### src/rtl/assert_macros.svh
// Shared assertion helpers. Every check is clocked on clk_i and held off during reset.
`ifndef ASSERT_MACROS_SVH
`define ASSERT_MACROS_SVH

// Concurrent check on the block clock, disabled while in reset.
`define I2CM_ASSERT(lbl, prop, msg) \
  lbl: assert property (@(posedge clk_i) disable iff (!rst_ni) (prop)) else $error(msg);

// Same check, but only at edges where the qualifier is high.
`define I2CM_ASSERT_IF(lbl, qual, prop, msg) \
  lbl: assert property (@(posedge clk_i) disable iff (!rst_ni) (qual) |-> (prop)) \
    else $error(msg);

`endif

### src/rtl/i2cm_pkg.sv
package i2cm_pkg;

  localparam int unsigned DelayW = 8;
  localparam int unsigned ByteW  = 8;
  localparam int unsigned CntW   = 4;
  localparam int unsigned CfgIdxW = 2;

  localparam logic [CntW-1:0] BitsPerByte = 4'd8;

  // Configuration register indexes
  localparam logic [CfgIdxW-1:0] CFG_START_STOP_DELAY = 2'd0;
  localparam logic [CfgIdxW-1:0] CFG_BIT_DELAY        = 2'd1;
  localparam logic [CfgIdxW-1:0] CFG_ACK_SETUP_DELAY  = 2'd2;
  localparam logic [CfgIdxW-1:0] CFG_ACK_TIMEOUT      = 2'd3;

  localparam logic [DelayW-1:0] RST_START_STOP_DELAY = 8'd4;
  localparam logic [DelayW-1:0] RST_BIT_DELAY        = 8'd2;
  localparam logic [DelayW-1:0] RST_ACK_SETUP_DELAY  = 8'd1;
  localparam logic [DelayW-1:0] RST_ACK_TIMEOUT      = 8'd250;

  // Raw command codes on the kind field
  localparam logic [2:0] KIND_NONE  = 3'd0;
  localparam logic [2:0] KIND_START = 3'd1;
  localparam logic [2:0] KIND_STOP  = 3'd2;
  localparam logic [2:0] KIND_WRITE = 3'd3;
  localparam logic [2:0] KIND_WACK  = 3'd4;
  localparam logic [2:0] KIND_READ  = 3'd5;
  localparam logic [2:0] KIND_ACK   = 3'd6;
  localparam logic [2:0] KIND_NACK  = 3'd7;

  typedef enum logic [2:0] {
    CMD_NONE,
    CMD_START,
    CMD_STOP,
    CMD_WRITE,
    CMD_WAIT_ACK,
    CMD_READ,
    CMD_ACK,
    CMD_NACK
  } cmd_e;

  typedef enum logic [3:0] {
    PH_IDLE,
    PH_START_A,
    PH_START_B,
    PH_STOP_A,
    PH_STOP_B,
    PH_W_SETUP,
    PH_W_HIGH,
    PH_W_LOW,
    PH_A_REL,
    PH_A_HIGH,
    PH_A_POLL,
    PH_R_LOW,
    PH_R_HIGH,
    PH_K_LOW,
    PH_K_HIGH
  } phase_e;

  // One classified tick
  typedef struct packed {
    cmd_e             cmd;
    logic [ByteW-1:0] tx_byte;
    logic             sda_in;
  } item_t;

  typedef struct packed {
    logic               we;
    logic [CfgIdxW-1:0] idx;
    logic [DelayW-1:0]  data;
  } cfg_wr_t;

endpackage

### src/rtl/i2cm_front.sv
module i2cm_front import i2cm_pkg::*; (
  input  logic             in_valid_i,
  output logic             in_ready_o,
  input  logic [2:0]       kind_i,
  input  logic [ByteW-1:0] tx_byte_i,
  input  logic             sda_in_i,
  output logic             item_valid_o,
  input  logic             item_ready_i,
  output item_t            item_o
);

  cmd_e cmd;

  always_comb begin
    unique case (kind_i)
      KIND_NONE:  cmd = CMD_NONE;
      KIND_START: cmd = CMD_START;
      KIND_STOP:  cmd = CMD_STOP;
      KIND_WRITE: cmd = CMD_WRITE;
      KIND_WACK:  cmd = CMD_WAIT_ACK;
      KIND_READ:  cmd = CMD_READ;
      KIND_ACK:   cmd = CMD_ACK;
      KIND_NACK:  cmd = CMD_NACK;
      default:    cmd = CMD_NONE;
    endcase
  end

  assign item_o.cmd     = cmd;
  assign item_o.tx_byte = tx_byte_i;
  assign item_o.sda_in  = sda_in_i;
  assign item_valid_o   = in_valid_i;
  assign in_ready_o     = item_ready_i;

endmodule

### src/rtl/i2cm_queue.sv
module i2cm_queue import i2cm_pkg::*; (
  input  logic  clk_i,
  input  logic  rst_ni,
  input  logic  push_valid_i,
  output logic  push_ready_o,
  input  item_t push_item_i,
  output logic  pop_valid_o,
  input  logic  pop_ready_i,
  output item_t pop_item_o
);

  localparam int unsigned QDepth = 2;
  localparam int unsigned QPtrW  = $clog2(QDepth);

  item_t             slot_q [QDepth];
  logic [QPtrW-1:0]  wr_ptr_q, wr_ptr_d;
  logic [QPtrW-1:0]  rd_ptr_q, rd_ptr_d;
  logic [QPtrW:0]    count_q, count_d;
  logic              push, pop;

  assign push_ready_o = (count_q != QPtrW'(0) + (QPtrW+1)'(QDepth));
  assign pop_valid_o  = (count_q != '0);
  assign push         = push_valid_i && push_ready_o;
  assign pop          = pop_valid_o && pop_ready_i;
  assign pop_item_o   = slot_q[rd_ptr_q];

  always_comb begin
    wr_ptr_d = push ? wr_ptr_q + 1'b1 : wr_ptr_q;
    rd_ptr_d = pop ? rd_ptr_q + 1'b1 : rd_ptr_q;
    count_d  = count_q + (QPtrW+1)'(push) - (QPtrW+1)'(pop);
  end

  always_ff @(posedge clk_i or negedge rst_ni) begin
    if (!rst_ni) begin
      wr_ptr_q <= '0;
      rd_ptr_q <= '0;
      count_q  <= '0;
    end else begin
      wr_ptr_q <= wr_ptr_d;
      rd_ptr_q <= rd_ptr_d;
      count_q  <= count_d;
    end
  end

  always_ff @(posedge clk_i) begin
    if (push) begin
      slot_q[wr_ptr_q] <= push_item_i;
    end
  end

endmodule

### src/rtl/i2cm_back.sv
module i2cm_back import i2cm_pkg::*; (
  input  logic             clk_i,
  input  logic             rst_ni,
  input  cfg_wr_t          cfg_i,
  input  logic             item_valid_i,
  output logic             item_ready_o,
  input  item_t            item_i,
  output logic             out_valid_o,
  input  logic             out_ready_i,
  output logic             scl_level_o,
  output logic             sda_low_o,
  output logic             busy_res_o,
  output logic             done_res_o,
  output logic [ByteW-1:0] rx_byte_o,
  output logic             ack_missing_o
);

  `include "assert_macros.svh"

  logic [DelayW-1:0] ss_delay_q, bit_delay_q, setup_delay_q, timeout_q;

  phase_e            phase_q, phase_d;
  logic [DelayW-1:0] dcnt_q, dcnt_d;
  logic [CntW-1:0]   bcnt_q, bcnt_d;
  logic [ByteW-1:0]  sout_q, sout_d;
  logic [ByteW-1:0]  sin_q, sin_d;
  logic              scl_q, scl_d;
  logic              sda_q, sda_d;
  logic              ack_q, ack_d;
  logic              busy_q, done_q, done_d;
  logic              out_valid_q, out_valid_d;

  logic            take;
  logic            expired;
  logic [CntW-1:0] bcnt_inc;
  logic            last_bit;

  assign item_ready_o = !out_valid_q || out_ready_i;
  assign take         = item_valid_i && item_ready_o;
  assign expired      = (dcnt_q <= DelayW'(1));
  assign bcnt_inc     = bcnt_q + CntW'(1);
  assign last_bit     = (bcnt_inc >= BitsPerByte);

  // Phase sequencing
  always_comb begin
    phase_d = phase_q;
    if (take) begin
      if (phase_q == PH_IDLE) begin
        unique case (item_i.cmd)
          CMD_START:    phase_d = PH_START_A;
          CMD_STOP:     phase_d = PH_STOP_A;
          CMD_WRITE:    phase_d = PH_W_SETUP;
          CMD_WAIT_ACK: phase_d = PH_A_REL;
          CMD_READ:     phase_d = PH_R_LOW;
          CMD_ACK:      phase_d = PH_K_LOW;
          CMD_NACK:     phase_d = PH_K_LOW;
          default:      phase_d = PH_IDLE;
        endcase
      end else if (phase_q == PH_A_POLL) begin
        if (!item_i.sda_in || dcnt_q >= timeout_q) begin
          phase_d = PH_IDLE;
        end
      end else if (expired) begin
        unique case (phase_q)
          PH_START_A: phase_d = PH_START_B;
          PH_STOP_A:  phase_d = PH_STOP_B;
          PH_W_SETUP: phase_d = PH_W_HIGH;
          PH_W_HIGH:  phase_d = PH_W_LOW;
          PH_W_LOW:   phase_d = last_bit ? PH_IDLE : PH_W_SETUP;
          PH_A_REL:   phase_d = PH_A_HIGH;
          PH_A_HIGH:  phase_d = PH_A_POLL;
          PH_R_LOW:   phase_d = PH_R_HIGH;
          PH_R_HIGH:  phase_d = last_bit ? PH_IDLE : PH_R_LOW;
          PH_K_LOW:   phase_d = PH_K_HIGH;
          default:    phase_d = PH_IDLE;
        endcase
      end
    end
  end

  // Line drive, counters and shifters
  always_comb begin
    dcnt_d = dcnt_q;
    bcnt_d = bcnt_q;
    sout_d = sout_q;
    sin_d  = sin_q;
    scl_d  = scl_q;
    sda_d  = sda_q;
    ack_d  = ack_q;
    done_d = 1'b0;
    if (take) begin
      if (phase_q == PH_IDLE) begin
        unique case (item_i.cmd)
          CMD_START: begin
            scl_d  = 1'b1;
            sda_d  = 1'b0;
            dcnt_d = ss_delay_q;
          end
          CMD_STOP: begin
            scl_d  = 1'b0;
            sda_d  = 1'b1;
            dcnt_d = ss_delay_q;
          end
          CMD_WRITE: begin
            scl_d  = 1'b0;
            sout_d = item_i.tx_byte;
            bcnt_d = '0;
            sda_d  = !item_i.tx_byte[ByteW-1];
            dcnt_d = bit_delay_q;
          end
          CMD_WAIT_ACK: begin
            sda_d  = 1'b0;
            dcnt_d = setup_delay_q;
          end
          CMD_READ: begin
            scl_d  = 1'b0;
            sda_d  = 1'b0;
            sin_d  = '0;
            bcnt_d = '0;
            dcnt_d = bit_delay_q;
          end
          CMD_ACK: begin
            scl_d  = 1'b0;
            sda_d  = 1'b1;
            dcnt_d = bit_delay_q;
          end
          CMD_NACK: begin
            scl_d  = 1'b0;
            sda_d  = 1'b0;
            dcnt_d = bit_delay_q;
          end
          default: begin
          end
        endcase
      end else if (phase_q == PH_A_POLL) begin
        if (!item_i.sda_in) begin
          scl_d  = 1'b0;
          ack_d  = 1'b0;
          dcnt_d = '0;
          done_d = 1'b1;
        end else if (dcnt_q >= timeout_q) begin
          // timeout leaves SCL high
          ack_d  = 1'b1;
          dcnt_d = '0;
          done_d = 1'b1;
        end else begin
          dcnt_d = dcnt_q + DelayW'(1);
        end
      end else if (!expired) begin
        dcnt_d = dcnt_q - DelayW'(1);
      end else begin
        unique case (phase_q)
          PH_START_A: begin
            sda_d  = 1'b1;
            dcnt_d = ss_delay_q;
          end
          PH_START_B: begin
            scl_d  = 1'b0;
            dcnt_d = '0;
            done_d = 1'b1;
          end
          PH_STOP_A: begin
            scl_d  = 1'b1;
            sda_d  = 1'b0;
            dcnt_d = ss_delay_q;
          end
          PH_W_SETUP: begin
            scl_d  = 1'b1;
            dcnt_d = bit_delay_q;
          end
          PH_W_HIGH: begin
            scl_d  = 1'b0;
            dcnt_d = bit_delay_q;
          end
          PH_W_LOW: begin
            sout_d = {sout_q[ByteW-2:0], 1'b0};
            bcnt_d = bcnt_inc;
            if (last_bit) begin
              dcnt_d = '0;
              done_d = 1'b1;
            end else begin
              sda_d  = !sout_q[ByteW-2];
              dcnt_d = bit_delay_q;
            end
          end
          PH_A_REL: begin
            scl_d  = 1'b1;
            dcnt_d = setup_delay_q;
          end
          PH_A_HIGH: begin
            dcnt_d = '0;
          end
          PH_R_LOW: begin
            scl_d  = 1'b1;
            sin_d  = {sin_q[ByteW-2:0], item_i.sda_in};
            dcnt_d = bit_delay_q;
          end
          PH_R_HIGH: begin
            bcnt_d = bcnt_inc;
            if (last_bit) begin
              dcnt_d = '0;
              done_d = 1'b1;
            end else begin
              scl_d  = 1'b0;
              dcnt_d = bit_delay_q;
            end
          end
          PH_K_LOW: begin
            scl_d  = 1'b1;
            dcnt_d = bit_delay_q;
          end
          PH_K_HIGH: begin
            scl_d  = 1'b0;
            dcnt_d = '0;
            done_d = 1'b1;
          end
          default: begin
            dcnt_d = '0;
            done_d = 1'b1;
          end
        endcase
      end
    end
  end

  always_comb begin
    if (take) begin
      out_valid_d = 1'b1;
    end else if (out_ready_i) begin
      out_valid_d = 1'b0;
    end else begin
      out_valid_d = out_valid_q;
    end
  end

  always_ff @(posedge clk_i or negedge rst_ni) begin
    if (!rst_ni) begin
      ss_delay_q    <= RST_START_STOP_DELAY;
      bit_delay_q   <= RST_BIT_DELAY;
      setup_delay_q <= RST_ACK_SETUP_DELAY;
      timeout_q     <= RST_ACK_TIMEOUT;
    end else if (cfg_i.we) begin
      unique case (cfg_i.idx)
        CFG_START_STOP_DELAY: ss_delay_q    <= cfg_i.data;
        CFG_BIT_DELAY:        bit_delay_q   <= cfg_i.data;
        CFG_ACK_SETUP_DELAY:  setup_delay_q <= cfg_i.data;
        CFG_ACK_TIMEOUT:      timeout_q     <= cfg_i.data;
        default: begin
        end
      endcase
    end
  end

  always_ff @(posedge clk_i or negedge rst_ni) begin
    if (!rst_ni) begin
      phase_q     <= PH_IDLE;
      dcnt_q      <= '0;
      bcnt_q      <= '0;
      sout_q      <= '0;
      sin_q       <= '0;
      scl_q       <= 1'b1;
      sda_q       <= 1'b0;
      ack_q       <= 1'b0;
      busy_q      <= 1'b0;
      done_q      <= 1'b0;
      out_valid_q <= 1'b0;
    end else begin
      out_valid_q <= out_valid_d;
      if (take) begin
        phase_q <= phase_d;
        dcnt_q  <= dcnt_d;
        bcnt_q  <= bcnt_d;
        sout_q  <= sout_d;
        sin_q   <= sin_d;
        scl_q   <= scl_d;
        sda_q   <= sda_d;
        ack_q   <= ack_d;
        busy_q  <= (phase_d != PH_IDLE);
        done_q  <= done_d;
      end
    end
  end

  assign out_valid_o   = out_valid_q;
  assign scl_level_o   = scl_q;
  assign sda_low_o     = sda_q;
  assign busy_res_o    = busy_q;
  assign done_res_o    = done_q;
  assign rx_byte_o     = sin_q;
  assign ack_missing_o = ack_q;

  `I2CM_ASSERT(a_busy_tracks_phase, busy_q == (phase_q != PH_IDLE), "busy flag out of step with phase")
  `I2CM_ASSERT_IF(a_done_not_busy, done_q, !busy_q, "done reported while still busy")
  `I2CM_ASSERT_IF(a_poll_scl_high, phase_q == PH_A_POLL, scl_q, "SCL low during ack polling")
  `I2CM_ASSERT(a_bit_count_range, bcnt_q <= BitsPerByte, "bit counter past one byte")

endmodule

### src/rtl/i2c_master_bit_sequencer.sv
// I2C master bit sequencer: one bus tick per request, one result per tick.
// Path: a request is held in the queue, then its result is registered at the output.
// Throughput: one request per cycle while neither side stalls; the two-entry queue and
// the output register absorb stalls, but a full queue takes no request until one leaves.
// Reset (async, active low): phase idle, SCL released high, SDA released, flags and
// shift registers cleared, delay registers back to 4/2/1/250.
module i2c_master_bit_sequencer import i2cm_pkg::*; (
  input  logic               clk_i,
  input  logic               rst_ni,
  input  logic               cfg_we_i,
  input  logic [CfgIdxW-1:0] cfg_idx_i,
  input  logic [DelayW-1:0]  cfg_data_i,
  input  logic               in_valid_i,
  output logic               in_ready_o,
  input  logic [2:0]         kind_i,
  input  logic [ByteW-1:0]   tx_byte_i,
  input  logic               sda_in_i,
  output logic               out_valid_o,
  input  logic               out_ready_i,
  output logic               scl_level_o,
  output logic               sda_low_o,
  output logic               busy_res_o,
  output logic               done_res_o,
  output logic [ByteW-1:0]   rx_byte_o,
  output logic               ack_missing_o
);

  item_t   fr_item, q_item;
  logic    fr_valid, fr_ready;
  logic    q_valid, q_ready;
  cfg_wr_t cfg;

  assign cfg.we   = cfg_we_i;
  assign cfg.idx  = cfg_idx_i;
  assign cfg.data = cfg_data_i;

  i2cm_front u_front (
    .in_valid_i   (in_valid_i),
    .in_ready_o   (in_ready_o),
    .kind_i       (kind_i),
    .tx_byte_i    (tx_byte_i),
    .sda_in_i     (sda_in_i),
    .item_valid_o (fr_valid),
    .item_ready_i (fr_ready),
    .item_o       (fr_item)
  );

  i2cm_queue u_queue (
    .clk_i        (clk_i),
    .rst_ni       (rst_ni),
    .push_valid_i (fr_valid),
    .push_ready_o (fr_ready),
    .push_item_i  (fr_item),
    .pop_valid_o  (q_valid),
    .pop_ready_i  (q_ready),
    .pop_item_o   (q_item)
  );

  i2cm_back u_back (
    .clk_i         (clk_i),
    .rst_ni        (rst_ni),
    .cfg_i         (cfg),
    .item_valid_i  (q_valid),
    .item_ready_o  (q_ready),
    .item_i        (q_item),
    .out_valid_o   (out_valid_o),
    .out_ready_i   (out_ready_i),
    .scl_level_o   (scl_level_o),
    .sda_low_o     (sda_low_o),
    .busy_res_o    (busy_res_o),
    .done_res_o    (done_res_o),
    .rx_byte_o     (rx_byte_o),
    .ack_missing_o (ack_missing_o)
  );

endmodule

### config.mk
export PLATFORM = sky130hd
export DESIGN_NAME = i2c_master_bit_sequencer
export DESIGN_NICKNAME = d
export VERILOG_FILES = /design/src/rtl/i2cm_pkg.sv /design/src/rtl/i2cm_front.sv /design/src/rtl/i2cm_queue.sv /design/src/rtl/i2cm_back.sv /design/src/rtl/i2c_master_bit_sequencer.sv
export VERILOG_INCLUDE_DIRS = /design/src /design/src/rtl
export SDC_FILE = /design/constraint.sdc
export NUM_CORES = 1
export LEC_CHECK = 0
export BUFFER_PORTS_ARGS = -buffer_cell sky130_fd_sc_hd__buf_2
export CAP_MARGIN = 40
export CORE_MARGIN = 2
export CORE_UTILIZATION = 44
export CTS_CLUSTER_DIAMETER = 40
export DETAILED_ROUTE_END_ITERATION = 16
export PLACE_DENSITY = 0.65
export RECOVER_POWER = 25
export SYNTH_ARGS = -nofsm -noshare
export SYNTH_HDL_FRONTEND = slang
export SYNTH_SLANG_ARGS = --single-unit
### constraint.sdc
create_clock -name clk_i -period 7.3 [get_ports clk_i]
set_clock_uncertainty 0.2 [all_clocks]
set_input_delay 0.73 -clock clk_i [delete_from_list [all_inputs] [get_ports clk_i]]
set_output_delay 0.73 -clock clk_i [all_outputs]
set_load 0.1 [all_outputs]
==> results.md <==
Yosys:
- Among all flip-flop cells after synthesis, the most frequent one is sky130_fd_sc_hd__dfrtp_1.
- The number of nets handed over by synthesis was about 580.
- In the post-synthesis netlist, the biggest area contributors are sky130_fd_sc_hd__dfrtp_1 29%, sky130_fd_sc_hd__edfxtp_1 13%, sky130_fd_sc_hd__mux2_2 7.4%, sky130_fd_sc_hd__dfstp_2 4.8%, sky130_fd_sc_hd__ha_1 3.2%.
- The share of synthesized area in the top cell type comes to approximately 29%.
- The number of library cell types mapped by synthesis is 74.
- Each instance of the synthesized netlist takes up on average 10.28 µm².
- The biggest area contributor in the post-synthesis netlist is sky130_fd_sc_hd__dfrtp_1.
- The share of synthesized registers carrying an async set or reset is between 70% and 80%.
- The number of flops mapped to enable cells by yosys is 24.
- For this run, the number of Yosys warnings is 0.
- The number of synthesized register bits is slightly below 100.
- The cell area that synthesis handed to floorplanning was about 5500 µm².
- The cell count after synthesis is approximately 540.
- The portion of the post-synthesis area used by sequential elements is a little under half.

Critical path:
- The flop-to-flop setup slack is ~4.4 ns.
- Of all nets on the critical path, the largest fanout is 28.
- The kind of capture point of the worst setup path is a flip-flop.
- The depth of the worst register-to-register path is 5.
- The critical path arrival is slightly below 3 ns.
- In this run the worst setup path terminates at u_back.rx_byte_o[2]$_DFFE_PN0P_.
- The source of the worst register-to-register timing path is u_back.phase_q[3]$_DFFE_PN0P_.
- The start-to-end type of the worst setup path is reg2reg.
- In this run the worst setup path begins at u_back.phase_q[3]$_DFFE_PN0P_.
- The worst register-to-register path ends at u_back.rx_byte_o[2]$_DFFE_PN0P_.
- For the worst setup path, the data required time is 7.30 ns.
- STA classifies the critical path startpoint as a flip-flop.

CTS:
- The clock-pin transition on the worst setup and hold timing paths is 0.07 ns.
- The number of buffers on the longest clock path is 2.
- Hold repair after CTS inserted 0 buffers.
- The clock tree synthesis step divided the H-tree into 3 levels.
- The number of setup buffers added after CTS is 0.
- The clock sink count is just under 100.
- The total of cells resized after clock tree synthesis is 0.
- The clock buffer count from CTS is 9.
- The clock root buffer is sky130_fd_sc_hd__clkbuf_16.
- The insertion delay to the later sink of the worst-skew pair is approximately 0.34 ns.
- The CTS tree is yes.

Global route:
- Entering global routing, the biggest net connects 43 pins.
- Across every metal layer, demand over resource in global routing totals between 10% and 20%.
- The number of global-route vias before repair was between 3000 and 4000.
- The total congestion overflow is 0.
- The initial antenna violation count is 0.
- The first global-routing pass estimated ~21000 µm of wire.

Floorplanning:
- The floorplan die width is 115.8 µm.
- The initial cell density of the core is 45.42%.
- The core region is around 12000 µm².
- The total die area is ~13000 µm².
- The total number of placement rows is 40.
- The vertical extent of the die is between 100 and 150 µm.
- The number of top-level pins is 42.

Timing:
- The time the final worst path needs with I/O delays and setup is 2.894 ns.
- The final count of hold timing violations was 0.
- The number of setup violations in the final report is 0.
- The final count of pins violating max slew is 32.
- The final cycle utilization of the critical path is between 30% and 40%.
- The sum of negative setup slack is 0 ns.
- Derived from the worst setup path, the maximum achievable clock frequency is ~0.35 GHz.
- The remaining max-slew budget at the tightest pin is -19.68%.
- Setup repair after global routing left no endpoint under its margin.
- The slew of the pin with the lowest slew margin is ~1.8 ns.
- Across all hold checks on the routed design, the worst slack comes to between 0.2 and 0.3 ns.

Routing:
- The detail-routed net length per standard cell is 17.45 µm.
- In this run the remaining antenna-violating nets after routing total 0.
- The first routing iteration left 295 violations.
- The via total after detailed routing is about 4300.
- The average vias per placed instance is 5.788.
- The residual DRC count is 0.
- The routed wire length is roughly 13000 µm.
- The total iterations of the first detailed-routing run is 4.

Placement:
- Input and output buffers added on the ports amount to 41.
- The routability congestion estimate is approximately 0.94.
- Including well taps, the total number of placed cells is approximately 720.
- The cell area after placement is 5829 µm².
- After legalization and detailed placement, the total HPWL measured just over 9000 µm.

Power and ir drop:
- The leakage power summed over all cells is between 0.002 and 0.0025 µW.
- Power spread over the standard cell area amounts to around 350 nW/µm².
- The maximum VDD drop is about 0.00026 V.

Job:
- Across the run, the number of max-cap violations was 1.

Layout:
- The antenna diode count is 0.
- The cell area after layout is 6098 µm².
- Cells fill between 50 and 60% of the core in the end.
- The area overhead of the layout relative to synthesis is 10.85%.
- The fraction of final layout cells with drive strength greater than 1 is between 20% and 30%.
- Leaving out filler cells and counting taps, the final layout contains about 740.
- The net count of the finished layout is around 600.

Outcome:
- The run finished, with violations left.
- The checks that failed: max-capacitance violations, max-slew violations.

Min path:
- The worst hold path belongs to the class reg2reg.
registers in the layout, summed over array words and instances (netlist names), 2 cells and up:
signal,cells
u_queue.slot_q,24
u_back.bit_delay_q,8
u_back.rx_byte_o,8
u_back.setup_delay_q,8
u_back.phase_q,4
u_back.ss_delay_q,8
u_back.timeout_q,8
u_back.sout_q,7
u_back.bcnt_q,4
u_back.dcnt_q,8
u_queue.count_q,2
per-layer routing:
metal	track usage, %	up-vias	share of wire, %
met2	30.06	125	45
li1	-	2046	-
met1	30.11	2075	48
met5	0	-	0
met3	2.824	14	5.6
met4	5.794	0	1.3
power by group:
group | total (µW) | internal (µW) | switching, µW
logic | 808 | 312 | 495
clock network | 438 | 232 | 206
registers | 869 | 684 | 185
worst min-delay path by stage:
| stage | startpoint | endpoint | slack [ns] | depth (start not counted) |
|---|---|---|---|---|
| global placement | u_back.rx_byte_o[7]$_DFFE_PN0P_ | u_back.rx_byte_o[7]$_DFFE_PN0P_ | 0.26 | 2 |
| detailed placement | u_back.rx_byte_o[7]$_DFFE_PN0P_ | u_back.rx_byte_o[7]$_DFFE_PN0P_ | 0.27 | 2 |
| CTS | rst_ni | u_back.sout_q[1]$_DFFE_PN0P_ | 0.23 | 2 |
| floorplan | rst_ni | u_back.ack_missing_o$_DFFE_PN0P_ | 0.23 | 0 |
| global route | u_back.rx_byte_o[7]$_DFFE_PN0P_ | u_back.rx_byte_o[7]$_DFFE_PN0P_ | 0.31 | 2 |
| finish | u_back.rx_byte_o[7]$_DFFE_PN0P_ | u_back.rx_byte_o[7]$_DFFE_PN0P_ | 0.28 | 2 |
per-stage QoR:
stage / setup slack (ns) / total power (µW)
floorplan: 4.690 / 1468
global placement: 4.363 / 1642
detailed placement: 4.250 / 1672
CTS: 4.238 / 2113
global route: 4.127 / 2256
finish: 4.406 / 2115
cell families after synthesis:
kind of cell,Yosys count,share of synthesized area [%]
mux,53,10.58
buf+inv,52,4.321
simple gates,153,14.26
xor+xnor,12,1.910
flops,97,46.53
fa+ha+maj,15,3.366
compound gates,153,19.04
layout by cell type (no fill, tap or decap), drive strengths merged, types with 10 or more instances in the layout:
cell,count
ha,14
mux2,38
inv,20
dfstp,10
dfrtp,63
edfxtp,24
nor2,47
o21ai,44
mux2i,15
nand2,45
a21oi,26
xnor2,10
clkbuf,17
buf,43
o221ai,10
a31oi,10
cells in the mapped netlist, types with 6 or more instances:
| cell type | n |
|---|---|
| sky130_fd_sc_hd__dfrtp_1 | 63 |
| sky130_fd_sc_hd__nand2_1 | 45 |
| sky130_fd_sc_hd__nor2_1 | 45 |
| sky130_fd_sc_hd__mux2_2 | 36 |
| sky130_fd_sc_hd__a21oi_1 | 26 |
| sky130_fd_sc_hd__o21ai_1 | 25 |
| sky130_fd_sc_hd__edfxtp_1 | 24 |
| sky130_fd_sc_hd__inv_1 | 18 |
| sky130_fd_sc_hd__clkbuf_1 | 16 |
| sky130_fd_sc_hd__o21ai_0 | 16 |
| sky130_fd_sc_hd__ha_1 | 14 |
| sky130_fd_sc_hd__mux2i_1 | 14 |
| sky130_fd_sc_hd__a31oi_1 | 10 |
| sky130_fd_sc_hd__buf_2 | 10 |
| sky130_fd_sc_hd__dfstp_2 | 10 |
| sky130_fd_sc_hd__o221ai_1 | 10 |
| sky130_fd_sc_hd__xnor2_1 | 10 |
| sky130_fd_sc_hd__a32oi_1 | 8 |
| sky130_fd_sc_hd__nand2b_1 | 8 |
| sky130_fd_sc_hd__nor2b_1 | 8 |
| sky130_fd_sc_hd__o22ai_1 | 8 |
| sky130_fd_sc_hd__o31ai_1 | 8 |
| sky130_fd_sc_hd__a221oi_1 | 6 |
| sky130_fd_sc_hd__and3_1 | 6 |
| sky130_fd_sc_hd__nand3_1 | 6 |
| sky130_fd_sc_hd__nand3b_1 | 6 |
| sky130_fd_sc_hd__nor3_1 | 6 |
| sky130_fd_sc_hd__o211ai_1 | 6 |
cell type report:
cell class | instances | area [µm²]
sequential | 97 | 2560
tap | 168 | 210.2
multi-input combinational | 386 | 2710
clock buffer | 10 | 229.0
timing repair buffer | 50 | 275.3
clock inverter | 6 | 42.54
inverter | 19 | 71.32
fill | 1142 | 6013
critical path, cell delays in order, from the launching register on:
cell and delay [ns]:
sky130_fd_sc_hd__dfrtp_1 0.71, sky130_fd_sc_hd__or4_4 0.87, sky130_fd_sc_hd__nor4_2 0.46, sky130_fd_sc_hd__o21ai_2 0.27, sky130_fd_sc_hd__nand2_1 0.14, sky130_fd_sc_hd__o21ai_1 0.07
Note: power is estimated with default switching activity, not from simulation.
